`config.mk`:
```
export PLATFORM = sky130hd
export DESIGN_NAME = tlv_datagram_deframer_core
export DESIGN_NICKNAME = d
export VERILOG_FILES = /design/src/rtl/tdf_pkg.sv /design/src/rtl/tdf_front.sv /design/src/rtl/tdf_queue.sv /design/src/rtl/tdf_back.sv /design/src/rtl/tlv_datagram_deframer_core.sv
export SDC_FILE = /design/constraint.sdc
export NUM_CORES = 1
export LEC_CHECK = 0
export ABC_AREA = 1
export BUFFER_PORTS_ARGS = -buffer_cell sky130_fd_sc_hd__clkbuf_2
export CAP_MARGIN = 20
export CORE_ASPECT_RATIO = 1.1
export CORE_MARGIN = 1
export CORE_UTILIZATION = 35
export CTS_CLUSTER_DIAMETER = 100
export CTS_CLUSTER_SIZE = 14
export DETAILED_ROUTE_END_ITERATION = 8
export PLACE_DENSITY = 0.5
export SETUP_SLACK_MARGIN = 0.15
export SYNTH_ARGS = -nofsm -noshare
export SYNTH_HDL_FRONTEND = slang
export SYNTH_HIERARCHICAL = 1
export SYNTH_SLANG_ARGS = --single-unit
export TNS_END_PERCENT = 20
```
`constraint.sdc`:
```
create_clock -name clk -period 4.7 [get_ports clk]
set_input_delay 0 -clock clk [delete_from_list [all_inputs] [get_ports clk]]
set_output_delay 0 -clock clk [all_outputs]
set_load 0.005 [all_outputs]
```
`src/rtl/tdf_pkg.sv`:
```
// Shared types and constants for the TLV datagram deframer.
// Used by every module under rtl; depends on nothing else.
`default_nettype none
package tdf_pkg;

	localparam int unsigned CFG_INDEX_W     = 1;
	localparam int unsigned CFG_DATA_W      = 8;
	localparam logic [CFG_INDEX_W-1:0] CFG_MAGIC   = 1'd0;
	localparam logic [CFG_INDEX_W-1:0] CFG_VERSION = 1'd1;
	localparam logic [7:0] MAGIC_RESET      = 8'd93;
	localparam logic [7:0] VERSION_RESET    = 8'd2;

	localparam int unsigned QUEUE_DEPTH_DEF = 4;
	localparam int unsigned OUT_DATA_W      = 40;

	typedef enum logic [1:0] {
		KIND_VALUE  = 2'd0,
		KIND_EMPTY  = 2'd1,
		KIND_STATUS = 2'd2
	} kind_t;

	typedef enum logic [1:0] {
		ST_OK      = 2'd0,
		ST_BAD_HDR = 2'd1,
		ST_TRUNC   = 2'd2
	} status_t;

	typedef enum logic [6:0] {
		PH_MAGIC   = 7'b0000001,
		PH_VERSION = 7'b0000010,
		PH_LEN_HI  = 7'b0000100,
		PH_LEN_LO  = 7'b0001000,
		PH_TYPE    = 7'b0010000,
		PH_LENGTH  = 7'b0100000,
		PH_VALUE   = 7'b1000000
	} phase_t;

	// Work for the back end caused by one input beat: an optional TLV result
	// followed by an optional frame status result.
	typedef struct packed {
		logic       has_tlv;
		kind_t      tlv_kind;
		logic [7:0] tlv_type;
		logic [7:0] tlv_length;
		logic [7:0] value_byte;
		logic [7:0] value_index;
		logic       tlv_done;
		logic       has_status;
		status_t    status;
	} job_t;

	typedef struct packed {
		logic full;
		logic empty;
	} queue_stat_t;

endpackage
`default_nettype wire

```
`src/rtl/tdf_front.sv`:
```
// Front end of the deframer: header check, TLV parsing and configuration registers.
// Depends on tdf_pkg; emits one job per input beat that causes any result.
`default_nettype none
module tdf_front
	import tdf_pkg::*;
(
	input  wire logic                   clk,
	input  wire logic                   arst_n,
	input  wire logic                   cfg_we,
	input  wire logic [CFG_INDEX_W-1:0] cfg_index,
	input  wire logic [CFG_DATA_W-1:0]  cfg_data,
	input  wire logic                   in_valid,
	output logic                        in_ready,
	input  wire logic [7:0]             in_byte,
	input  wire logic                   in_last,
	input  wire logic                   queue_full,
	output logic                        push,
	output job_t                        job
);

	logic [7:0]  magic_q, version_q;
	phase_t      phase_q, phase_d;
	logic        hb_q, hb_d;
	logic [15:0] blen_q, blen_d;
	logic [15:0] used_q, used_d;
	logic [7:0]  ctype_q, ctype_d;
	logic [7:0]  clen_q, clen_d;
	logic [7:0]  vpos_q, vpos_d;
	logic        accept, body_active, val_done, hdr_phase;

	assign in_ready = !queue_full;
	assign accept   = in_valid && in_ready;
	assign body_active = !hb_q && (used_q < blen_q);
	assign val_done = ({1'b0, vpos_q} + 9'd1) >= {1'b0, clen_q};

	always_comb begin
		phase_d = phase_q;
		hb_d    = hb_q;
		blen_d  = blen_q;
		used_d  = used_q;
		ctype_d = ctype_q;
		clen_d  = clen_q;
		vpos_d  = vpos_q;
		job     = '0;
		case (phase_q)
			PH_MAGIC: begin
				hb_d    = hb_q | (in_byte != magic_q);
				phase_d = PH_VERSION;
			end
			PH_VERSION: begin
				hb_d    = hb_q | (in_byte != version_q);
				phase_d = PH_LEN_HI;
			end
			PH_LEN_HI: begin
				blen_d  = {in_byte, 8'h00};
				phase_d = PH_LEN_LO;
			end
			PH_LEN_LO: begin
				blen_d  = {blen_q[15:8], in_byte};
				used_d  = '0;
				phase_d = PH_TYPE;
			end
			PH_TYPE: begin
				if (body_active) begin
					used_d  = used_q + 16'd1;
					ctype_d = in_byte;
					phase_d = PH_LENGTH;
				end
			end
			PH_LENGTH: begin
				if (body_active) begin
					used_d = used_q + 16'd1;
					clen_d = in_byte;
					vpos_d = '0;
					if (in_byte == 8'd0) begin
						job.has_tlv  = 1'b1;
						job.tlv_kind = KIND_EMPTY;
						job.tlv_type = ctype_q;
						job.tlv_done = 1'b1;
						phase_d      = PH_TYPE;
					end else begin
						phase_d = PH_VALUE;
					end
				end
			end
			PH_VALUE: begin
				if (body_active) begin
					used_d          = used_q + 16'd1;
					job.has_tlv     = 1'b1;
					job.tlv_kind    = KIND_VALUE;
					job.tlv_type    = ctype_q;
					job.tlv_length  = clen_q;
					job.value_byte  = in_byte;
					job.value_index = vpos_q;
					job.tlv_done    = val_done;
					if (val_done) begin
						phase_d = PH_TYPE;
						vpos_d  = '0;
					end else begin
						vpos_d = vpos_q + 8'd1;
					end
				end
			end
			default: begin
			end
		endcase

		hdr_phase = (phase_d == PH_MAGIC) || (phase_d == PH_VERSION) ||
			(phase_d == PH_LEN_HI) || (phase_d == PH_LEN_LO);
		job.has_status = in_last;
		if (hb_d) begin
			job.status = ST_BAD_HDR;
		end else if (hdr_phase || (used_d < blen_d) || (phase_d != PH_TYPE)) begin
			job.status = ST_TRUNC;
		end else begin
			job.status = ST_OK;
		end
	end

	assign push = accept && (job.has_tlv || job.has_status);

	always_ff @(posedge clk or negedge arst_n) begin
		if (!arst_n) begin
			magic_q   <= MAGIC_RESET;
			version_q <= VERSION_RESET;
		end else if (cfg_we) begin
			case (cfg_index)
				CFG_MAGIC:   magic_q   <= cfg_data[7:0];
				CFG_VERSION: version_q <= cfg_data[7:0];
				default: begin
				end
			endcase
		end
	end

	always_ff @(posedge clk or negedge arst_n) begin
		if (!arst_n) begin
			phase_q <= PH_MAGIC;
			hb_q    <= 1'b0;
			blen_q  <= '0;
			used_q  <= '0;
			ctype_q <= '0;
			clen_q  <= '0;
			vpos_q  <= '0;
		end else if (accept) begin
			if (in_last) begin
				phase_q <= PH_MAGIC;
				hb_q    <= 1'b0;
				blen_q  <= '0;
				used_q  <= '0;
				ctype_q <= '0;
				clen_q  <= '0;
				vpos_q  <= '0;
			end else begin
				phase_q <= phase_d;
				hb_q    <= hb_d;
				blen_q  <= blen_d;
				used_q  <= used_d;
				ctype_q <= ctype_d;
				clen_q  <= clen_d;
				vpos_q  <= vpos_d;
			end
		end
	end

endmodule
`default_nettype wire

```
`src/rtl/tdf_queue.sv`:
```
// Short job queue between the deframer's front and back ends.
// Depends on tdf_pkg for the job and status types.
`default_nettype none
module tdf_queue
	import tdf_pkg::*;
#(
	parameter int unsigned DEPTH = QUEUE_DEPTH_DEF
) (
	input  wire logic  clk,
	input  wire logic  arst_n,
	input  wire logic  push,
	input  wire job_t  push_job,
	input  wire logic  pop,
	output job_t       head,
	output queue_stat_t stat
);

	localparam int unsigned PTR_W = (DEPTH > 1) ? $clog2(DEPTH) : 1;
	localparam int unsigned CNT_W = $clog2(DEPTH + 1);
	localparam logic [PTR_W-1:0] LAST_PTR = PTR_W'(DEPTH - 1);
	localparam logic [CNT_W-1:0] FULL_CNT = CNT_W'(DEPTH);

	job_t             mem_q [DEPTH];
	logic [PTR_W-1:0] wr_ptr_q, rd_ptr_q;
	logic [CNT_W-1:0] count_q;
	logic             do_push, do_pop;

	assign stat.full  = (count_q == FULL_CNT);
	assign stat.empty = (count_q == '0);
	assign do_push    = push && !stat.full;
	assign do_pop     = pop && !stat.empty;
	assign head       = mem_q[rd_ptr_q];

	always_ff @(posedge clk) begin
		if (do_push) begin
			mem_q[wr_ptr_q] <= push_job;
		end
	end

	always_ff @(posedge clk or negedge arst_n) begin
		if (!arst_n) begin
			wr_ptr_q <= '0;
			rd_ptr_q <= '0;
			count_q  <= '0;
		end else begin
			if (do_push) begin
				wr_ptr_q <= (wr_ptr_q == LAST_PTR) ? '0 : wr_ptr_q + 1'b1;
			end
			if (do_pop) begin
				rd_ptr_q <= (rd_ptr_q == LAST_PTR) ? '0 : rd_ptr_q + 1'b1;
			end
			if (do_push && !do_pop) begin
				count_q <= count_q + 1'b1;
			end else if (do_pop && !do_push) begin
				count_q <= count_q - 1'b1;
			end
		end
	end

endmodule
`default_nettype wire

```
`src/rtl/tdf_back.sv`:
```
// Back end of the deframer: expands queued jobs into result beats.
// Depends on tdf_pkg; drives the registered output stream.
`default_nettype none
module tdf_back
	import tdf_pkg::*;
(
	input  wire logic                   clk,
	input  wire logic                   arst_n,
	input  wire job_t                   head,
	input  wire queue_stat_t            qstat,
	output logic                        pop,
	output logic                        out_valid,
	input  wire logic                   out_ready,
	output logic [OUT_DATA_W-1:0]       out_data,
	output kind_t                       out_kind,
	output logic                        out_last
);

	logic  valid_q, second_q, load, split;
	kind_t kind_q;
	logic  last_q;
	logic [OUT_DATA_W-1:0] data_q;
	logic [OUT_DATA_W-1:0] tlv_word, status_word;

	assign load  = (!valid_q || out_ready) && !qstat.empty;
	assign split = head.has_tlv && head.has_status && !second_q;
	assign pop   = load && !split;

	assign tlv_word = {5'd0, ST_OK, head.tlv_done, head.value_index,
		head.value_byte, head.tlv_length, head.tlv_type};
	assign status_word = {5'd0, head.status, 1'b0, 32'd0};

	always_ff @(posedge clk or negedge arst_n) begin
		if (!arst_n) begin
			valid_q  <= 1'b0;
			second_q <= 1'b0;
		end else begin
			if (load) begin
				valid_q  <= 1'b1;
				second_q <= split;
			end else if (out_ready) begin
				valid_q <= 1'b0;
			end
		end
	end

	always_ff @(posedge clk) begin
		if (load) begin
			if (head.has_tlv && !second_q) begin
				data_q <= tlv_word;
				kind_q <= head.tlv_kind;
				last_q <= !head.has_status;
			end else begin
				data_q <= status_word;
				kind_q <= KIND_STATUS;
				last_q <= 1'b1;
			end
		end
	end

	assign out_valid = valid_q;
	assign out_data  = data_q;
	assign out_kind  = kind_q;
	assign out_last  = last_q;

endmodule
`default_nettype wire

```
`src/rtl/tlv_datagram_deframer_core.sv`:
```
// Top level of the TLV datagram deframer: front end, job queue and back end.
// Depends on tdf_pkg, tdf_front, tdf_queue and tdf_back.
`default_nettype none
// The block takes one datagram byte per beat and checks its four-byte header
// (magic, version, big-endian body length), then splits the body into TLVs.
// Each value byte gives one result beat, each empty TLV one marker beat, and
// the byte marked by tlast also gives a frame status beat; tlast on the output
// marks the final beat caused by one input byte. An input byte is taken every
// cycle while the job queue has room; the output side delivers one beat per
// cycle while m_tready is high, so a byte that causes two results keeps the
// back end busy longer and the queue absorbs the difference.
// Configuration writes are taken at any time but must only change while idle.
module tlv_datagram_deframer_core
	import tdf_pkg::*;
#(
	parameter int unsigned QUEUE_DEPTH = QUEUE_DEPTH_DEF
) (
	input  wire logic                   clk,
	input  wire logic                   arst_n,
	input  wire logic                   cfg_we,
	input  wire logic [CFG_INDEX_W-1:0] cfg_index,
	input  wire logic [CFG_DATA_W-1:0]  cfg_data,
	input  wire logic                   s_tvalid,
	output logic                        s_tready,
	input  wire logic [7:0]             s_tdata,  // data_byte
	input  wire logic                   s_tlast,  // frame_end
	output logic                        m_tvalid,
	input  wire logic                   m_tready,
	// tlv_type, tlv_length, value_byte, value_index, tlv_done, frame_status, zero fill
	output logic [OUT_DATA_W-1:0]       m_tdata,
	output logic [1:0]                  m_tuser,  // kind
	output logic                        m_tlast   // run_last
);

	logic        push, pop;
	job_t        push_job, head;
	queue_stat_t qstat;
	kind_t       out_kind;

	tdf_front u_front (
		.clk        (clk),
		.arst_n     (arst_n),
		.cfg_we     (cfg_we),
		.cfg_index  (cfg_index),
		.cfg_data   (cfg_data),
		.in_valid   (s_tvalid),
		.in_ready   (s_tready),
		.in_byte    (s_tdata),
		.in_last    (s_tlast),
		.queue_full (qstat.full),
		.push       (push),
		.job        (push_job)
	);

	tdf_queue #(
		.DEPTH (QUEUE_DEPTH)
	) u_queue (
		.clk      (clk),
		.arst_n   (arst_n),
		.push     (push),
		.push_job (push_job),
		.pop      (pop),
		.head     (head),
		.stat     (qstat)
	);

	tdf_back u_back (
		.clk       (clk),
		.arst_n    (arst_n),
		.head      (head),
		.qstat     (qstat),
		.pop       (pop),
		.out_valid (m_tvalid),
		.out_ready (m_tready),
		.out_data  (m_tdata),
		.out_kind  (out_kind),
		.out_last  (m_tlast)
	);

	assign m_tuser = out_kind;

`ifndef SYNTH
	a_status_ends_run: assert property (@(posedge clk) disable iff (!arst_n)
		m_tvalid && (m_tuser == KIND_STATUS) |-> m_tlast)
		else $error("Frame status beat without run end.");

	a_empty_is_done: assert property (@(posedge clk) disable iff (!arst_n)
		m_tvalid && (m_tuser == KIND_EMPTY) |-> m_tdata[32] && (m_tdata[31:24] == 8'd0))
		else $error("Empty TLV marker without done mark.");

	a_drain_when_empty: assert property (@(posedge clk) disable iff (!arst_n)
		qstat.empty && m_tready |=> !m_tvalid)
		else $error("Output beat appeared with no queued job.");
`endif

endmodule
`default_nettype wire
```
# Word-level counts from Yosys, hierarchy flattened
# Memory sizes are Yosys's and may differ from the RTL's.
# Cells that the tools add are included.
op_classes:
  n_addsub: 7
  magnitude_cmp: 3
  eq_ne: 19
  muxes: 42
  bitwise_logic: 3
  reduce_logical: 42
op_table:
  columns: ["operator", "count"]
  rows:
  - ["8-bit 2-to-1 mux", 9]
  - ["16-bit case mux with 2 select lines", 2]
  - ["7-bit case mux with 7 select lines", 1]
  - ["16-bit 2-to-1 mux", 3]
  - ["7-bit 2-to-1 mux", 6]
  - ["36-bit 2-to-1 mux", 1]
  - ["16-bit < comparator", 2]
  - ["24-bit 2-to-1 mux", 1]
  - ["11-bit 2-to-1 mux", 2]
  - ["11-bit case mux with 2 select lines", 1]
  - ["16-bit by 1-bit adder with 16-bit output (second input constant)", 1]
  - ["8-bit != test", 2]
  - ["8-bit case mux with 2 select lines", 1]
  - ["7-bit by 1-bit equality test with 1-bit output (second input constant)", 2]
  - ["7-bit by 2-bit equality test with 1-bit output (second input constant)", 2]
  - ["7-bit by 3-bit equality test with 1-bit output (second input constant)", 2]
  - ["7-bit by 4-bit equality test with 1-bit output (second input constant)", 2]
  - ["1-bit logical AND", 12]
  - ["2-bit nonzero test", 5]
  - ["8-bit by 1-bit adder with 9-bit output (second input constant)", 1]
  - ["9-bit by 8-bit >= comparator with 1-bit output", 1]
  - ["1-bit logical NOT", 9]
  - ["8-bit by 1-bit adder with 8-bit output (second input constant)", 1]
  - ["8-bit logical NOT", 1]
  - ["other kinds (23)", 46]
totals:
  regBits: 132
  ramBits: 156
  input_bits: 23
  out_inout_bits: 45
  word_cells: 136
  memories: 1
mem_list:
  columns: ["memory", "words", "word_bits", "rd", "rd_clocked_by_memory_dff", "write_ports", "line", "rtl"]
  rows:
  - ["u_queue.mem_q", 4, 39, 1, 0, 1, "tdf_queue.sv:23", "job_t mem_q [DEPTH];"]

# Depth between registers and ports, before layout
logic_depth:
  depth_word: 13
  depth_mapped: 25
  mapped_depth_nobuf: 25

# Modules after synthesis
# Netlist, hierarchy kept.
modules_own_cells:
  columns: ["mod", "n_inst", "cells_each", "area_each_um2", "seq_area_each_um2"]
  rows:
  - ["tdf_queue", 1, 517, 6761.5, 4859.7]
  - ["tdf_front", 1, 715, 5367.6, 2010.7]
  - ["tdf_back", 1, 138, 1641.6, 1191.1]

# Worst setup path after synthesis
# OpenSTA, ideal clock, no wires.
synth_timing:
  path_type: "register -> register"
  startpoint: "reg u_front.used_q[9]"
  endpoint: "mem u_queue/mem_q[0][0] (netlist name), enable pin"
  setup_time_ns: 0.435
  t_arrival_ns: 3.687
  required_ns: 4.265
  path_slack_ns: 0.577
  path_stages_with_launch: 15
  n_path_buf: 0
  period_less_slack_ns: 4.123
  path_cell_list: "dfrtp_1 -> ha_1 -> nand2_1 -> inv_1 -> o21ai_0 -> a21oi_1 -> nor2_1 -> nand2_2 -> inv_1 -> nand2_1 -> nand2_1 -> o21ai_0 -> inv_1 -> nand2_1 -> nor2_1"
synth_rtl:
  columns: ["item", "line", "rtl"]
  rows:
  - ["from (decl)", "tdf_front.sv:25", "logic [15:0] used_q, used_d;"]
  - ["from (signal assigned)", "tdf_front.sv:158", "used_q <= used_d;"]
  - ["to (decl)", "tdf_queue.sv:23", null]

==> flow_summary.yaml <==
power:
  ir_drop_v: 0.000249
  leakagePower_nw: 6.79
  switching_share_pct: 35.0
  total_power_mw: 7.61
  combinationalPowerShare_pct: 29.8
  seqPwrFrac_pct: 45.3
  pwr-share-clk_pct: 24.9
  p_per_area_nw_per_um2: 495
  p_sw_mw: 2.66
  p_int_mw: 4.95
global_route:
  grt_pass1_wl_um: 50500
  grt_use_total_pct: 16.2
  grt_start_max_net_pins: 105
  grt_pass1_vias: 9231
  gr-total-overflow: 0
  antenna_found_initial: 0
final_layout:
  nets: 1509
  area_growth_pct: 11.7
  postLayoutCellArea_um2: 15400
  drive_above_1_share_pct: 11.9
  fin_cells: 1957
  diodes: 0
clock_tree:
  numCtsBuffers: 24
  cts-htree-levels: 1
  clock-sinks: 283
  cts_setup_buffers: 0
  insertion_delay_ns: 0.55
  path_clk_slew_ns: 0.08
  cts_tree: "yes"
  clk_root_buffer_cell: "clkbuf_16"
  post_cts_resized: 0
  cts_hold_buf: 19
  cts_buffer_depth: 3
synth:
  yosysTopAreaCellShare_pct: 42.3
  ys_ff_latch: 283
  synthTopCellsByArea: "edfxtp_1 (42%), dfrtp_1 (15%), nand2_1 (7.3%)"
  seq_area_frac_synth_pct: 58.5
  synth_flop_cell: "edfxtp_1"
  synth-edff-count: 194
  ys_warn_count: 6
  synth_cells: 1370
  yosysTopAreaCell: "edfxtp_1"
  avgSynthCellArea_um2: 10.1
  synth_area_um2: 13800
  synthArstFlopShare_pct: 31.4
  ys_types: 55
  synthTopCellsByCount: "nand2_1 (268), inv_1 (261), edfxtp_1 (194), nor2_1 (92), dfrtp_1 (82)"
  synth_most_common_cell: "nand2_1"
floorplanning:
  die_w_um: 191
  die_height_um: 210
  fp-row-count: 75
  boundaryPins: 68
  initial_core_util_pct: 35.8
  die_area_um2: 40100
  core_area_um2: 38500
timing:
  hold_ws_ns: 0.0251
  setup_viol_count_final: 0
  slew_viol_final: 0
  skew_ns: 0.0262
  fmax_ghz: 0.257
  tightest_slew_ns: 1.02
  max-slew-margin-rel_pct: 32.0
  finalSetupTns_ns: 0
  period_minus_slack_ns: 3.89
  period_share_pct: 82.7
  hold_viol_final: 0
  grt_setup_unrepaired: "no"
detailed_routing:
  drc: 0
  drt_iter0_markers: 529
  routed_wl_um: 31600
  routed_via_density: 4.73
  first_pass_iters: 5
  vias: 9255
  antenna_left: 0
  wl_per_cell_um: 16.2
worst_setup_path:
  worstPathMaxFanout: 8
  end_kind: "flop"
  cpMostUsedCell: "nand2_1"
  critPathRequiredTime_ns: 5.06
  ff2ff_path_depth: 21
  start_kind: "flop"
  crit_family: "simple AND/OR/NAND/NOR gates"
  crit_cells: 21
  arrival_ns: 4.25
  cpPeakStageDelay_ns: 0.43
  worstPathCellList: "ha_1 > nand2_1 > inv_1 > o21ai_0 > a21oi_1 > nor2_1 > nand2_2 > nor3_2 > nand2_1 > nor2_1 > inv_1 > o21ai_0 > inv_1 > ha_1 > nand2_1 > inv_1 > nand2_1 > a31oi_1 > a2111oi_0 > nand2_1 > a21oi_2"
  critPathBufInv: 4
  cpMaxStageDelayCell: "dfrtp_1"
  path_class: "reg -> reg"
place:
  gp_congestion: 0.852
  dpl.hpwl_um: 20800
  port_buffers: 62
  dp.cells: 1893
  dpl_cell_area_um2: 14500
hold_path:
  holdPathStages: 4
  hold_path.class: "in -> reg"
outcome:
  status: "complete, no violations"
run:
  drv_cap: 0
==> sequential cells by signal (all words and copies together), names as in the netlist, 3 cells and up <==
| name | cells |
|---|---|
| u_front/blen_q | 16 |
| u_front/used_q | 16 |
| u_queue/mem_q | 156 |
| u_front/ctype_q | 8 |
| u_front/clen_q | 8 |
| u_front/magic_q | 8 |
| u_queue/count_q | 3 |
| u_front/vpos_q | 8 |
| u_front/phase_q | 7 |
| u_front/version_q | 8 |
| u_back/out_data | 35 |
==> layout by cell type (no fill, tap or decap), drive strengths merged <==
master       synthesis  final
o211ai              81     81
o21ai               88     88
fa                   1      1
nand3               31     31
o21a                 2      2
nor3                10     10
o2111ai              1      1
nand4               12     12
nor4                 7      7
dlygate4sd3          0     19
a21oi               25     25
or2                  9      9
a2111oi              1      1
o22ai               35     35
and3                 1      1
o21bai               1      1
clkbuf              13    103
edfxtp             194    194
xor2                14     14
a31oi                2      2
mux2i                2      2
inv                270    271
ha                  46     46
dfstp                7      7
a22oi                2      2
clkinv               2      3
a211oi               2      2
buf                 44     16
conb                 2      6
a21boi               1      1
dfrtp               82     82
xnor2                1      1
nand2              273    273
nor2               108    108
==> cell families after synthesis <==
| family | synth area share, % |
|---|---|
| xor gates and xnor gates | 0.954 |
| muxes | 0.145 |
| adders and majority gates | 4.32 |
| other | 0.0545 |
| and+or+nand+nor | 14.3 |
| DFF | 58.5 |
| buffers and inverters | 10.5 |
| AOI/OAI and AO/OA | 11.3 |
==> final timing paths <==
check                                           from              endpoint  slack [ns]
worst max-delay path               u_front/used_q[9]   u_queue/mem_q[0][1]        0.81
worst min-delay path                          cfg_we  u_front/version_q[1]        0.03
worst max register to register     u_front/used_q[9]   u_queue/mem_q[0][1]        0.81
worst min register to register  u_front/version_q[4]  u_front/version_q[4]        0.48
max in group asynchronous                     arst_n   u_queue/rd_ptr_q[0]        3.62
min in group asynchronous                     arst_n     u_front/blen_q[7]        0.08
==> per-layer routing <==
layer / part of all wire, % / GRT usage [%]
met1: 45 / 21.0
met2: 49 / 28.1
met4: 2.1 / 4.41
met5: 0 / 0
met3: 4.1 / 2.31
==> per-stage QoR <==
stage,util [%],worst slack [ns]
2_1_floorplan,-,0.577
3_3_place_gp,37.6,0.890
3_5_place_dp,37.6,0.900
4_1_cts,39.9,0.853
5_1_grt,40.0,0.443
6_report,40.0,0.812
==> cell type report <==
class                   count  area (µm²)
clock inverters             2        13.8
fillers                  3830       23100
inverters                 272        1030
flip-flops and latches    283        8070
repair buffers             96         636
multi-input cells         762        4320
clock buffers              42         689
well taps                 500         626
==> power by group through the flow <==
stage	clock (mW)	combinational, mW	sequential, mW
4_1_cts	1.96	2.32	3.45
5_1_grt	2.06	2.60	3.50
3_3_place_gp	0	2.29	3.49
2_1_floorplan	0	1.77	3.43
3_5_place_dp	0	2.30	3.50
6_report	1.90	2.27	3.44
==> worst reg2reg max path: stages, from the launching register on <==
cell,delay [ns]
dfrtp_1,0.43
ha_1,0.31
nand2_1,0.07
inv_1,0.03
o21ai_0,0.14
a21oi_1,0.09
nor2_1,0.19
nand2_2,0.19
nor3_2,0.18
nand2_1,0.12
nor2_1,0.17
inv_1,0.07
o21ai_0,0.21
inv_1,0.08
ha_1,0.30
nand2_1,0.08
inv_1,0.06
nand2_1,0.06
a31oi_1,0.08
a2111oi_0,0.42
nand2_1,0.18
a21oi_2,0.25
Note: power is estimated with default switching activity, not from simulation.
